$ cat src/rtl/orqg_pkg.sv
`timescale 1ns / 1ps

package orqg_pkg;

    localparam int CAPACITY    = 32;
    localparam int SAMPLE_BITS = 64;
    localparam int MAX_RESULTS = 32;

    localparam int CMD_W    = 2;
    localparam int SAMPLE_W = 64;
    localparam int REQ_W    = 8;
    localparam int GEN_W    = 32;
    localparam int POS_W    = 5;
    localparam int HELD_W   = 6;

    localparam int IDX_W    = $clog2(CAPACITY);
    localparam int CNT_W    = $clog2(CAPACITY + 1);
    localparam int PEEK_MAX = (CAPACITY < MAX_RESULTS) ? CAPACITY : MAX_RESULTS;
    localparam int PCNT_W   = $clog2(PEEK_MAX + 1);
    localparam int CMP_W    = (REQ_W > CNT_W) ? REQ_W : CNT_W;

    typedef enum logic [CMD_W-1:0] {
        CMD_ENQUEUE = 2'd0,
        CMD_PEEK    = 2'd1,
        CMD_DISCARD = 2'd2,
        CMD_SIZE    = 2'd3
    } t_cmd;

    typedef enum logic [1:0] {
        ST_IDLE,
        ST_SINGLE,
        ST_PEEK_ISSUE,
        ST_PEEK_DRAIN
    } t_state;

    // Controller to datapath.
    typedef struct packed {
        logic accept;
        t_cmd op;
        logic load_single;
        logic rd_issue;
        logic rd_move;
    } t_ctrl_cmd;

    // Datapath to controller.
    typedef struct packed {
        logic out_free;
        logic empty;
        logic rd_vld;
        logic issue_last;
    } t_dp_status;

    // Reduces a sum of two ring offsets, known to stay below twice the capacity.
    function automatic logic [IDX_W-1:0] wrap_idx(input logic [IDX_W:0] s);
        logic [IDX_W:0] cap;
        cap = (IDX_W + 1)'(CAPACITY);
        return (s >= cap) ? IDX_W'(s - cap) : IDX_W'(s);
    endfunction

endpackage

$ cat src/rtl/orqg_in_if.sv
`timescale 1ns / 1ps

interface orqg_in_if;
    import orqg_pkg::*;

    logic                valid;
    logic                ready;
    logic [CMD_W-1:0]    command;
    logic [SAMPLE_W-1:0] sample_data;
    logic [REQ_W-1:0]    discard_request;
    logic [GEN_W-1:0]    seen_generation;

    modport source (
        output valid, command, sample_data, discard_request, seen_generation,
        input  ready
    );
    modport sink (
        input  valid, command, sample_data, discard_request, seen_generation,
        output ready
    );
endinterface

$ cat src/rtl/orqg_out_if.sv
`timescale 1ns / 1ps

interface orqg_out_if;
    import orqg_pkg::*;

    logic                valid;
    logic                ready;
    logic [SAMPLE_W-1:0] stored_sample;
    logic [POS_W-1:0]    position;
    logic [HELD_W-1:0]   held_count;
    logic [GEN_W-1:0]    generation_now;
    logic                sample_valid;
    logic                discard_done;
    logic                last;

    modport source (
        output valid, stored_sample, position, held_count, generation_now,
               sample_valid, discard_done, last,
        input  ready
    );
    modport sink (
        input  valid, stored_sample, position, held_count, generation_now,
               sample_valid, discard_done, last,
        output ready
    );
endinterface

$ cat src/rtl/orqg_ram.sv
`timescale 1ns / 1ps

module orqg_ram #(
    parameter int WIDTH = 64,
    parameter int DEPTH = 32,
    localparam int AW = (DEPTH > 1) ? $clog2(DEPTH) : 1
) (
    input  logic             i_clk,
    input  logic             i_wr_en,
    input  logic [AW-1:0]    i_wr_addr,
    input  logic [WIDTH-1:0] i_wr_data,
    input  logic             i_rd_en,
    input  logic [AW-1:0]    i_rd_addr,
    output logic [WIDTH-1:0] o_rd_data
);
    logic [WIDTH-1:0] mem [DEPTH];
    logic [WIDTH-1:0] r_rd_data;

    always_ff @(posedge i_clk) begin
        if (i_wr_en) begin
            mem[i_wr_addr] <= i_wr_data;
        end
        if (i_rd_en) begin
            r_rd_data <= mem[i_rd_addr];
        end
    end

    assign o_rd_data = r_rd_data;
endmodule

$ cat src/rtl/orqg_datapath.sv
`timescale 1ns / 1ps

module orqg_datapath (
    input  logic                          i_clk,
    input  logic                          i_rst_n,
    input  orqg_pkg::t_ctrl_cmd           i_cmd,
    output orqg_pkg::t_dp_status          o_status,
    input  logic [orqg_pkg::SAMPLE_W-1:0] i_sample_data,
    input  logic [orqg_pkg::REQ_W-1:0]    i_discard_request,
    input  logic [orqg_pkg::GEN_W-1:0]    i_seen_generation,
    orqg_out_if.source                    o_out
);
    import orqg_pkg::*;

    // Ring state.
    logic [IDX_W-1:0]  r_head, n_head;
    logic [CNT_W-1:0]  r_fill, n_fill;
    logic [GEN_W-1:0]  r_gen, n_gen;

    // Values captured when a command is accepted.
    logic [CNT_W-1:0]  r_pend_held;
    logic [GEN_W-1:0]  r_pend_gen;
    logic              r_pend_done;

    // Peek sequencing and the read stage.
    logic [PCNT_W-1:0] r_pk_n;
    logic [PCNT_W-1:0] r_pk_i;
    logic              r_rd_vld;
    logic [PCNT_W-1:0] r_rd_pos;
    logic              r_rd_last;

    // Output register.
    logic                r_out_vld;
    logic [SAMPLE_W-1:0] r_out_sample;
    logic [POS_W-1:0]    r_out_pos;
    logic [HELD_W-1:0]   r_out_held;
    logic [GEN_W-1:0]    r_out_gen;
    logic                r_out_svalid;
    logic                r_out_done;
    logic                r_out_last;

    logic                   full;
    logic                   gen_match;
    logic [CNT_W-1:0]       drop;
    logic [PCNT_W-1:0]      peek_n;
    logic                   wr_en;
    logic [IDX_W-1:0]       wr_addr;
    logic [IDX_W-1:0]       rd_addr;
    logic [SAMPLE_BITS-1:0] rd_data;
    logic                   disc_ok;

    assign full      = (r_fill == CNT_W'(CAPACITY));
    assign gen_match = (i_seen_generation == r_gen);
    assign drop      = (CMP_W'(i_discard_request) > CMP_W'(r_fill)) ?
                       r_fill : CNT_W'(i_discard_request);
    assign peek_n    = (CMP_W'(r_fill) > CMP_W'(PEEK_MAX)) ?
                       PCNT_W'(PEEK_MAX) : PCNT_W'(r_fill);
    assign disc_ok   = i_cmd.accept && (i_cmd.op == CMD_DISCARD) && gen_match;

    assign wr_en   = i_cmd.accept && (i_cmd.op == CMD_ENQUEUE);
    assign wr_addr = full ? r_head :
                     wrap_idx((IDX_W + 1)'(r_head) + (IDX_W + 1)'(r_fill));
    assign rd_addr = wrap_idx((IDX_W + 1)'(r_head) + (IDX_W + 1)'(r_pk_i));

    always_comb begin
        n_head = r_head;
        n_fill = r_fill;
        n_gen  = r_gen;
        if (wr_en) begin
            if (full) begin
                n_head = wrap_idx((IDX_W + 1)'(r_head) + (IDX_W + 1)'(1));
            end else begin
                n_fill = r_fill + CNT_W'(1);
            end
            n_gen = r_gen + GEN_W'(1);
        end else if (disc_ok) begin
            n_head = wrap_idx((IDX_W + 1)'(r_head) + (IDX_W + 1)'(drop));
            n_fill = r_fill - drop;
            n_gen  = r_gen + GEN_W'(1);
        end
    end

    orqg_ram #(
        .WIDTH (SAMPLE_BITS),
        .DEPTH (CAPACITY)
    ) u_store (
        .i_clk     (i_clk),
        .i_wr_en   (wr_en),
        .i_wr_addr (wr_addr),
        .i_wr_data (i_sample_data[SAMPLE_BITS-1:0]),
        .i_rd_en   (i_cmd.rd_issue),
        .i_rd_addr (rd_addr),
        .o_rd_data (rd_data)
    );

    always_ff @(posedge i_clk) begin
        if (!i_rst_n) begin
            r_head    <= '0;
            r_fill    <= '0;
            r_gen     <= '0;
            r_pk_n    <= '0;
            r_pk_i    <= '0;
            r_rd_vld  <= 1'b0;
            r_out_vld <= 1'b0;
        end else begin
            r_head <= n_head;
            r_fill <= n_fill;
            r_gen  <= n_gen;

            if (i_cmd.accept) begin
                r_pk_n <= peek_n;
                r_pk_i <= '0;
            end else if (i_cmd.rd_issue) begin
                r_pk_i <= r_pk_i + PCNT_W'(1);
            end

            if (i_cmd.rd_issue) begin
                r_rd_vld <= 1'b1;
            end else if (i_cmd.rd_move) begin
                r_rd_vld <= 1'b0;
            end

            if (i_cmd.load_single || i_cmd.rd_move) begin
                r_out_vld <= 1'b1;
            end else if (o_out.ready) begin
                r_out_vld <= 1'b0;
            end
        end
    end

    always_ff @(posedge i_clk) begin
        if (i_cmd.accept) begin
            r_pend_held <= r_fill;
            r_pend_gen  <= n_gen;
            r_pend_done <= disc_ok;
        end
        if (i_cmd.rd_issue) begin
            r_rd_pos  <= r_pk_i;
            r_rd_last <= o_status.issue_last;
        end
        if (i_cmd.load_single) begin
            r_out_sample <= '0;
            r_out_pos    <= '0;
            r_out_held   <= HELD_W'(r_pend_held);
            r_out_gen    <= r_pend_gen;
            r_out_svalid <= 1'b0;
            r_out_done   <= r_pend_done;
            r_out_last   <= 1'b1;
        end else if (i_cmd.rd_move) begin
            r_out_sample <= SAMPLE_W'(rd_data);
            r_out_pos    <= POS_W'(r_rd_pos);
            r_out_held   <= HELD_W'(r_pend_held);
            r_out_gen    <= r_pend_gen;
            r_out_svalid <= 1'b1;
            r_out_done   <= 1'b0;
            r_out_last   <= r_rd_last;
        end
    end

    assign o_status.out_free   = !r_out_vld || o_out.ready;
    assign o_status.empty      = (r_fill == '0);
    assign o_status.rd_vld     = r_rd_vld;
    assign o_status.issue_last = (r_pk_i == PCNT_W'(r_pk_n - PCNT_W'(1)));

    assign o_out.valid          = r_out_vld;
    assign o_out.stored_sample  = r_out_sample;
    assign o_out.position       = r_out_pos;
    assign o_out.held_count     = r_out_held;
    assign o_out.generation_now = r_out_gen;
    assign o_out.sample_valid   = r_out_svalid;
    assign o_out.discard_done   = r_out_done;
    assign o_out.last           = r_out_last;
endmodule

$ cat src/rtl/orqg_controller.sv
`timescale 1ns / 1ps

module orqg_controller (
    input  logic                 i_clk,
    input  logic                 i_rst_n,
    input  logic                 i_in_valid,
    input  orqg_pkg::t_cmd       i_in_command,
    output logic                 o_in_ready,
    input  orqg_pkg::t_dp_status i_status,
    output orqg_pkg::t_ctrl_cmd  o_cmd
);
    import orqg_pkg::*;

    t_state r_state, n_state;
    logic   accept;

    assign o_in_ready = (r_state == ST_IDLE) && i_rst_n;
    assign accept     = o_in_ready && i_in_valid;

    always_ff @(posedge i_clk) begin
        if (!i_rst_n) begin
            r_state <= ST_IDLE;
        end else begin
            r_state <= n_state;
        end
    end

    always_comb begin
        n_state = r_state;
        unique case (r_state)
            ST_IDLE: begin
                if (accept) begin
                    unique case (i_in_command)
                        CMD_ENQUEUE: n_state = ST_IDLE;
                        CMD_PEEK:    n_state = i_status.empty ? ST_SINGLE : ST_PEEK_ISSUE;
                        default:     n_state = ST_SINGLE;
                    endcase
                end
            end
            ST_SINGLE: begin
                if (i_status.out_free) begin
                    n_state = ST_IDLE;
                end
            end
            ST_PEEK_ISSUE: begin
                if ((!i_status.rd_vld || i_status.out_free) && i_status.issue_last) begin
                    n_state = ST_PEEK_DRAIN;
                end
            end
            ST_PEEK_DRAIN: begin
                if (!i_status.rd_vld || i_status.out_free) begin
                    n_state = ST_IDLE;
                end
            end
            default: n_state = ST_IDLE;
        endcase
    end

    always_comb begin
        o_cmd.accept      = accept;
        o_cmd.op          = i_in_command;
        o_cmd.load_single = 1'b0;
        o_cmd.rd_issue    = 1'b0;
        o_cmd.rd_move     = i_status.rd_vld && i_status.out_free;
        unique case (r_state)
            ST_IDLE:       ;
            ST_SINGLE:     o_cmd.load_single = i_status.out_free;
            ST_PEEK_ISSUE: o_cmd.rd_issue = !i_status.rd_vld || i_status.out_free;
            ST_PEEK_DRAIN: ;
            default:       ;
        endcase
    end
endmodule

$ cat src/rtl/overwrite_ring_queue_generation_unit.sv
// Overwrite-oldest ring queue of CAPACITY samples with a 32-bit generation
// counter. Enqueues may follow each other in every cycle; when the ring is
// full the oldest sample is replaced. A size query or a discard is accepted,
// then its single result is loaded into the output register, before the next
// transaction is taken. During a peek, while the sink keeps ready high, the
// single read port of the sample store delivers one registered sample per
// cycle into the output register, and the block takes no new transaction
// until the last one has left the read stage. An empty peek, a size query
// and a discard each give one result with last set; an enqueue gives none.
`timescale 1ns / 1ps

module overwrite_ring_queue_generation_unit (
    input logic        i_clk,
    input logic        i_rst_n,
    orqg_in_if.sink    i_in,
    orqg_out_if.source o_out
);
    import orqg_pkg::*;

    // Commands flow from the controller to the datapath; the datapath reports
    // ring emptiness, read-stage occupancy, output-register space and peek progress back.
    t_ctrl_cmd  ctrl_cmd;
    t_dp_status dp_status;

    // The controller owns the input handshake; a transaction is taken only
    // in its idle state, so a multi-result command finishes before the next.
    orqg_controller u_ctrl (
        .i_clk        (i_clk),
        .i_rst_n      (i_rst_n),
        .i_in_valid   (i_in.valid),
        .i_in_command (t_cmd'(i_in.command)),
        .o_in_ready   (i_in.ready),
        .i_status     (dp_status),
        .o_cmd        (ctrl_cmd)
    );

    // The datapath holds the ring pointers, the generation counter, the
    // sample store and the output register that drives the result channel.
    orqg_datapath u_dp (
        .i_clk             (i_clk),
        .i_rst_n           (i_rst_n),
        .i_cmd             (ctrl_cmd),
        .o_status          (dp_status),
        .i_sample_data     (i_in.sample_data),
        .i_discard_request (i_in.discard_request),
        .i_seen_generation (i_in.seen_generation),
        .o_out             (o_out)
    );
endmodule

$ cat src/flat_wrapper.sv
// flat-port wrapper written by rule: the top's interface ports become plain ports
module overwrite_ring_queue_generation_unit_flat import orqg_pkg::*;
  (i_clk, i_rst_n, i_in_valid, i_in_command, i_in_sample_data, i_in_discard_request, i_in_seen_generation, i_in_ready, o_out_valid, o_out_stored_sample, o_out_position, o_out_held_count, o_out_generation_now, o_out_sample_valid, o_out_discard_done, o_out_last, o_out_ready);
  orqg_in_if i_in_i ();
  orqg_out_if o_out_i ();
  input logic i_clk;
  input logic i_rst_n;
  input wire logic [$bits(i_in_i.valid)-1:0] i_in_valid;
  input wire logic [$bits(i_in_i.command)-1:0] i_in_command;
  input wire logic [$bits(i_in_i.sample_data)-1:0] i_in_sample_data;
  input wire logic [$bits(i_in_i.discard_request)-1:0] i_in_discard_request;
  input wire logic [$bits(i_in_i.seen_generation)-1:0] i_in_seen_generation;
  output wire logic [$bits(i_in_i.ready)-1:0] i_in_ready;
  output wire logic [$bits(o_out_i.valid)-1:0] o_out_valid;
  output wire logic [$bits(o_out_i.stored_sample)-1:0] o_out_stored_sample;
  output wire logic [$bits(o_out_i.position)-1:0] o_out_position;
  output wire logic [$bits(o_out_i.held_count)-1:0] o_out_held_count;
  output wire logic [$bits(o_out_i.generation_now)-1:0] o_out_generation_now;
  output wire logic [$bits(o_out_i.sample_valid)-1:0] o_out_sample_valid;
  output wire logic [$bits(o_out_i.discard_done)-1:0] o_out_discard_done;
  output wire logic [$bits(o_out_i.last)-1:0] o_out_last;
  input wire logic [$bits(o_out_i.ready)-1:0] o_out_ready;
  assign i_in_i.valid = i_in_valid;
  assign i_in_i.command = i_in_command;
  assign i_in_i.sample_data = i_in_sample_data;
  assign i_in_i.discard_request = i_in_discard_request;
  assign i_in_i.seen_generation = i_in_seen_generation;
  assign i_in_ready = i_in_i.ready;
  assign o_out_valid = o_out_i.valid;
  assign o_out_stored_sample = o_out_i.stored_sample;
  assign o_out_position = o_out_i.position;
  assign o_out_held_count = o_out_i.held_count;
  assign o_out_generation_now = o_out_i.generation_now;
  assign o_out_sample_valid = o_out_i.sample_valid;
  assign o_out_discard_done = o_out_i.discard_done;
  assign o_out_last = o_out_i.last;
  assign o_out_i.ready = o_out_ready;
  overwrite_ring_queue_generation_unit u_core (.i_clk(i_clk), .i_rst_n(i_rst_n), .i_in(i_in_i), .o_out(o_out_i));
endmodule
$ cat config.mk
export PLATFORM = sky130hd
export DESIGN_NAME = overwrite_ring_queue_generation_unit_flat
export DESIGN_NICKNAME = d
export VERILOG_FILES = /design/src/rtl/orqg_pkg.sv /design/src/rtl/orqg_in_if.sv /design/src/rtl/orqg_out_if.sv /design/src/rtl/orqg_ram.sv /design/src/rtl/orqg_datapath.sv /design/src/rtl/orqg_controller.sv /design/src/rtl/overwrite_ring_queue_generation_unit.sv /design/src/flat_wrapper.sv
export SDC_FILE = /design/constraint.sdc
export NUM_CORES = 2
export LEC_CHECK = 0
export BUFFER_PORTS_ARGS = -buffer_cell sky130_fd_sc_hd__buf_2
export CAP_MARGIN = 20
export CORE_MARGIN = 3
export CORE_UTILIZATION = 30
export DETAILED_ROUTE_END_ITERATION = 7
export GPL_TIMING_DRIVEN = 1
export SLEW_MARGIN = 30
export SYNTH_ARGS = -nofsm -noshare
export SYNTH_HDL_FRONTEND = slang
export SYNTH_SLANG_ARGS = --single-unit
$ cat constraint.sdc
create_clock -name i_clk -period 15.7 [get_ports i_clk]
set_clock_uncertainty 0.05 [all_clocks]
set_input_delay 2.355 -clock i_clk [delete_from_list [all_inputs] [get_ports i_clk]]
set_output_delay 2.355 -clock i_clk [all_outputs]
set_load 0.02 [all_outputs]
==> results list <==
- In this run the post-CTS setup repair buffer count came out at 0.
* Number of synthesized register bits: 2326
- Most used cells in the layout excluding fill and tap cells: edfxtp_1 (2196), nand2_1 (755), mux4_2 (512)
- The first routing iteration left 5459 violations.
* Aggregate negative setup slack: 0 ns
- Reg clk slew, reported paths: 0.06 ns
* Pleak: 32.2 nW
- In this run the count of I/O pins placed on the die edge is 222.
- For the pin with the worst max-slew slack, the measured transition is 1.00 ns.
* Final Slew Violations: 0
* Startpoint kind of the worst setup timing path: input pin
- The number of hold buffers added after CTS was 0.
- Sink of the worst hold path: u_core.u_dp.o_out.generation_now[8]
- Share of synthesized area spent on multiplexers: 13.1%
- Finished Layout Cells: 9168
- The number of failing hold endpoints at the final stage came to 0.
- Number of placed instances with taps included: 8728
- Number of buffers created by CTS: 231
- Main flop type after synthesis: edfxtp_1
* Launch point of the worst reg-to-reg path: u_core.u_dp.r_head[0]
- Xor and xnor area share after synthesis: 0.874%
- The number of different library cells used by synthesis comes to 51.
* Via Count: 46200
- The count of nets left with antenna violations once routing finished came out at 0.
* Data required time of the worst path: 13.30 ns
- Final GP Congestion: 0.788
- Number of levels the H-tree was split into: 4
- Slew margin rel.: 33.3%
- Clock buffer depth: 3
- Clock tree root buffer cell: clkbuf_16
- Across the run, the number of max-cap violations was 0.
* Post-route DRC: 0
- In this run the horizontal extent of the chip is 551 µm.
- The worst hold path begins at u_core.u_dp.r_pend_gen[8].
* Clock sinks: 2326
- Worst ir drop on vdd: 0.0958 mV
* Type of the setup path with the least slack: in2out
- The endpoint identified for the worst register-to-register timing path is u_core.u_dp.u_store.o_rd_data[38].
- Sequential-to-total area share from yosys stat: 76.8%
* Clock tree from TritonCTS: done
- Hold Crit Depth: 0
- Setup repair after global routing left no endpoint under its margin.
* Placeable core region: 0.295 mm²
* Share of final-layout standard cells stronger than drive strength 1: 23.0%
- Number of detailed-route iterations in the first pass: 5
- In this run the worst path has a maximum fanout of 35.
* Min-delay worst type: reg2reg
- Total design power: 0.0126 W
- Chain of cells forming the critical path: buf_2 > inv_1 > nor3_1 > buf_2
- Clock network latency to the later pin of the worst-skew pair: 0.86 ns
- Vias in the first global route: 46100
- Gates resized during post-CTS repair numbered 0.
- Area taken by multi-input logic gates: 0.0200 mm²
- Counting the fill cells in the layout gives 27600.
- For this design, the slowest cell found on the critical path is inv_1.
- Of the total synthesized cell area, the portion taken by full adders, half adders and majority gates is 0.468%.
* WL per Instance: 25.9 µm
- Cell count after synthesis: 4743
- After Yosys synthesis, and, or, nand and nor cells account for 6.25% of the synthesized area.
* Global-route wire length before repair: 341 mm
- Across all register-to-register paths, the minimum setup slack is 9.98 ns.
* Dominant combinational cell family by area after synthesis: multiplexers
- The synthesized netlist occupies a cell area of 0.0892 mm².
- Period Utilization, post-route: 41.0%
- Share of the synthesized area in compound gates (AO/OA/AOI/OAI): 1.30%
- Die area: 0.304 mm²
- During synthesis, Yosys emitted a total of 0 warnings.
- Sum of net half-perimeters after detailed placement: 140 mm
* GRT Util Overall: 15.4%
- On the final layout, the worst hold slack is 0.357 ns.
* Total global routing overflow: 0
- The worst setup path is captured at a primary output.
- Area growth from synthesis to layout: 15.7%
* Sequential Area: 0.0685 mm²
- Counting flops with a built-in enable in the synthesized netlist gives 2196.
* Worst stage delay on the critical path: 0.52 ns
- Status: finished clean
- The library cell used most frequently in the layout, excluding fill and tap cells, is edfxtp_1.
- Power per unit of standard cell area: 122 mW/mm²
- Measured in cells, the most critical reg-to-reg path has a length of 10.
- Dividing the synthesized area by the synthesized cell count gives 18.8 µm².
- Minimum period implied by the final worst setup slack: 6.44 ns
- The routed design has 237 mm of wire.
- After synthesis, the share of flip-flops with an asynchronous set or reset is 0%.
* Antenna violations before repair: 32
- The initialized floorplan defines 199 standard-cell rows.
* Die height: 551 µm
- The final layout contains 5183 nets.
* Max Clock Freq: 155 MHz
- Entering global routing, the biggest net connects 123 pins.
* Effective utilization at floorplan: 30.3%
* Port buffer count: 221
* Endpoints failing setup: 0
* Most frequent cell on the critical path: buf_2
- Arrival @ worst endpoint: 4.03 ns
* Synth Net Count: 4884
* DR vias/cell: 5.04
-- cell type report --
type	instances	area share [%]
Antenna cell	5	0.0121
Clock buffer	302	6.00
Clock inverter	133	1.28
Inverter	25	0.0909
Multi-Input combinational cell	2141	19.4
Sequential cell	2326	66.4
Tap cell	3919	4.75
Timing Repair Buffer	317	2.07
-- metal layers --
layer | GRT usage (%) | vias to the layer above | wire, µm
met5 | 0 | - | 170
met2 | 24.8 | 1873 | 114000
met3 | 2.75 | 308 | 17800
met4 | 3.52 | 26 | 4880
met1 | 21.7 | 24600 | 100000
li1 | - | 19400 | -
-- power breakdown --
group / internal (W) / switching (W)
clock network: 0.00314 / 0.00233
logic: 0.0000652 / 0.000224
registers: 0.00681 / 0.0000144
-- how the worst max path moves through the flow --
| stage | startpoint | endpoint | slack (ns) |
|---|---|---|---|
| 6_report | i_rst_n | i_in_ready | 9.26 |
| 2_1_floorplan | o_out_ready | u_core.u_dp.r_pk_i[5] | 8.62 |
| 3_3_place_gp | i_rst_n | u_core.u_dp.u_store.mem[15][40] | 8.73 |
| 5_1_grt | i_rst_n | i_in_ready | 9.18 |
| 3_5_place_dp | i_rst_n | u_core.u_dp.u_store.mem[23][19] | 8.73 |
| 4_1_cts | i_rst_n | i_in_ready | 9.34 |
-- worst max-delay path, delay by kind of cell --
family,cells,cell delay [ns]
simple gates,1,0.44
buf+inv,3,1.24
-- sequential cells by signal, indices dropped and copies added, names as in the netlist, 2 cells and up --
| register | cells |
|---|---|
| u_core.u_dp.r_pend_gen | 32 |
| u_core.u_dp.o_out.stored_sample | 64 |
| u_core.u_dp.u_store.mem | 2048 |
| u_core.u_dp.r_pend_held | 6 |
| u_core.u_dp.r_gen | 32 |
| u_core.u_dp.o_out.position | 5 |
| u_core.u_dp.r_head | 5 |
| u_core.u_dp.o_out.generation_now | 32 |
| u_core.u_ctrl.r_state | 2 |
| u_core.u_dp.o_out.held_count | 6 |
| u_core.u_dp.r_fill | 6 |
| u_core.u_dp.r_rd_pos | 5 |
| u_core.u_dp.r_pk_n | 6 |
| u_core.u_dp.u_store.o_rd_data | 64 |
| u_core.u_dp.r_pk_i | 6 |
-- synthesized netlist by cell type, types with 10 or more instances --
master | instances | share of area, %
or3_1 | 10 | 0.070
nand3_1 | 339 | 1.9
nor3_1 | 12 | 0.067
a21oi_1 | 97 | 0.54
and2_1 | 30 | 0.21
xnor2_1 | 48 | 0.47
nand2_1 | 756 | 3.2
mux4_2 | 512 | 13
xor2_1 | 41 | 0.40
clkbuf_1 | 139 | 0.58
nand4_1 | 18 | 0.13
ha_1 | 27 | 0.38
inv_1 | 25 | 0.11
edfxtp_1 | 2196 | 74
nor2_1 | 71 | 0.30
mux2i_1 | 13 | 0.15
dfxtp_1 | 130 | 2.9
o21ai_0 | 76 | 0.43
buf_1 | 109 | 0.46
-- per-stage QoR --
stage          utilization (%)  setup slack, ns  cell area [µm²]
3_5_place_dp              32.5             8.73            95700
5_1_grt                   35.0             9.18           103000
4_1_cts                   35.0             9.34           103000
3_3_place_gp              32.3             8.73            95400
6_report                  35.0             9.26           103000
2_1_floorplan                -             8.62            89200
-- cells by family (layout without fill, tap and decap cells) --
kind of cell	after synthesis	count (layout)
XOR/XNOR	89	89
buffers and inverters	276	777
adder cells (fa/ha/maj)	31	31
multiplexers	527	527
AO/OA/AOI/OAI	211	211
flip-flops	2326	2326
other	0	5
AND/OR/NAND/NOR	1283	1283
(Power assumes the default switching activity.)
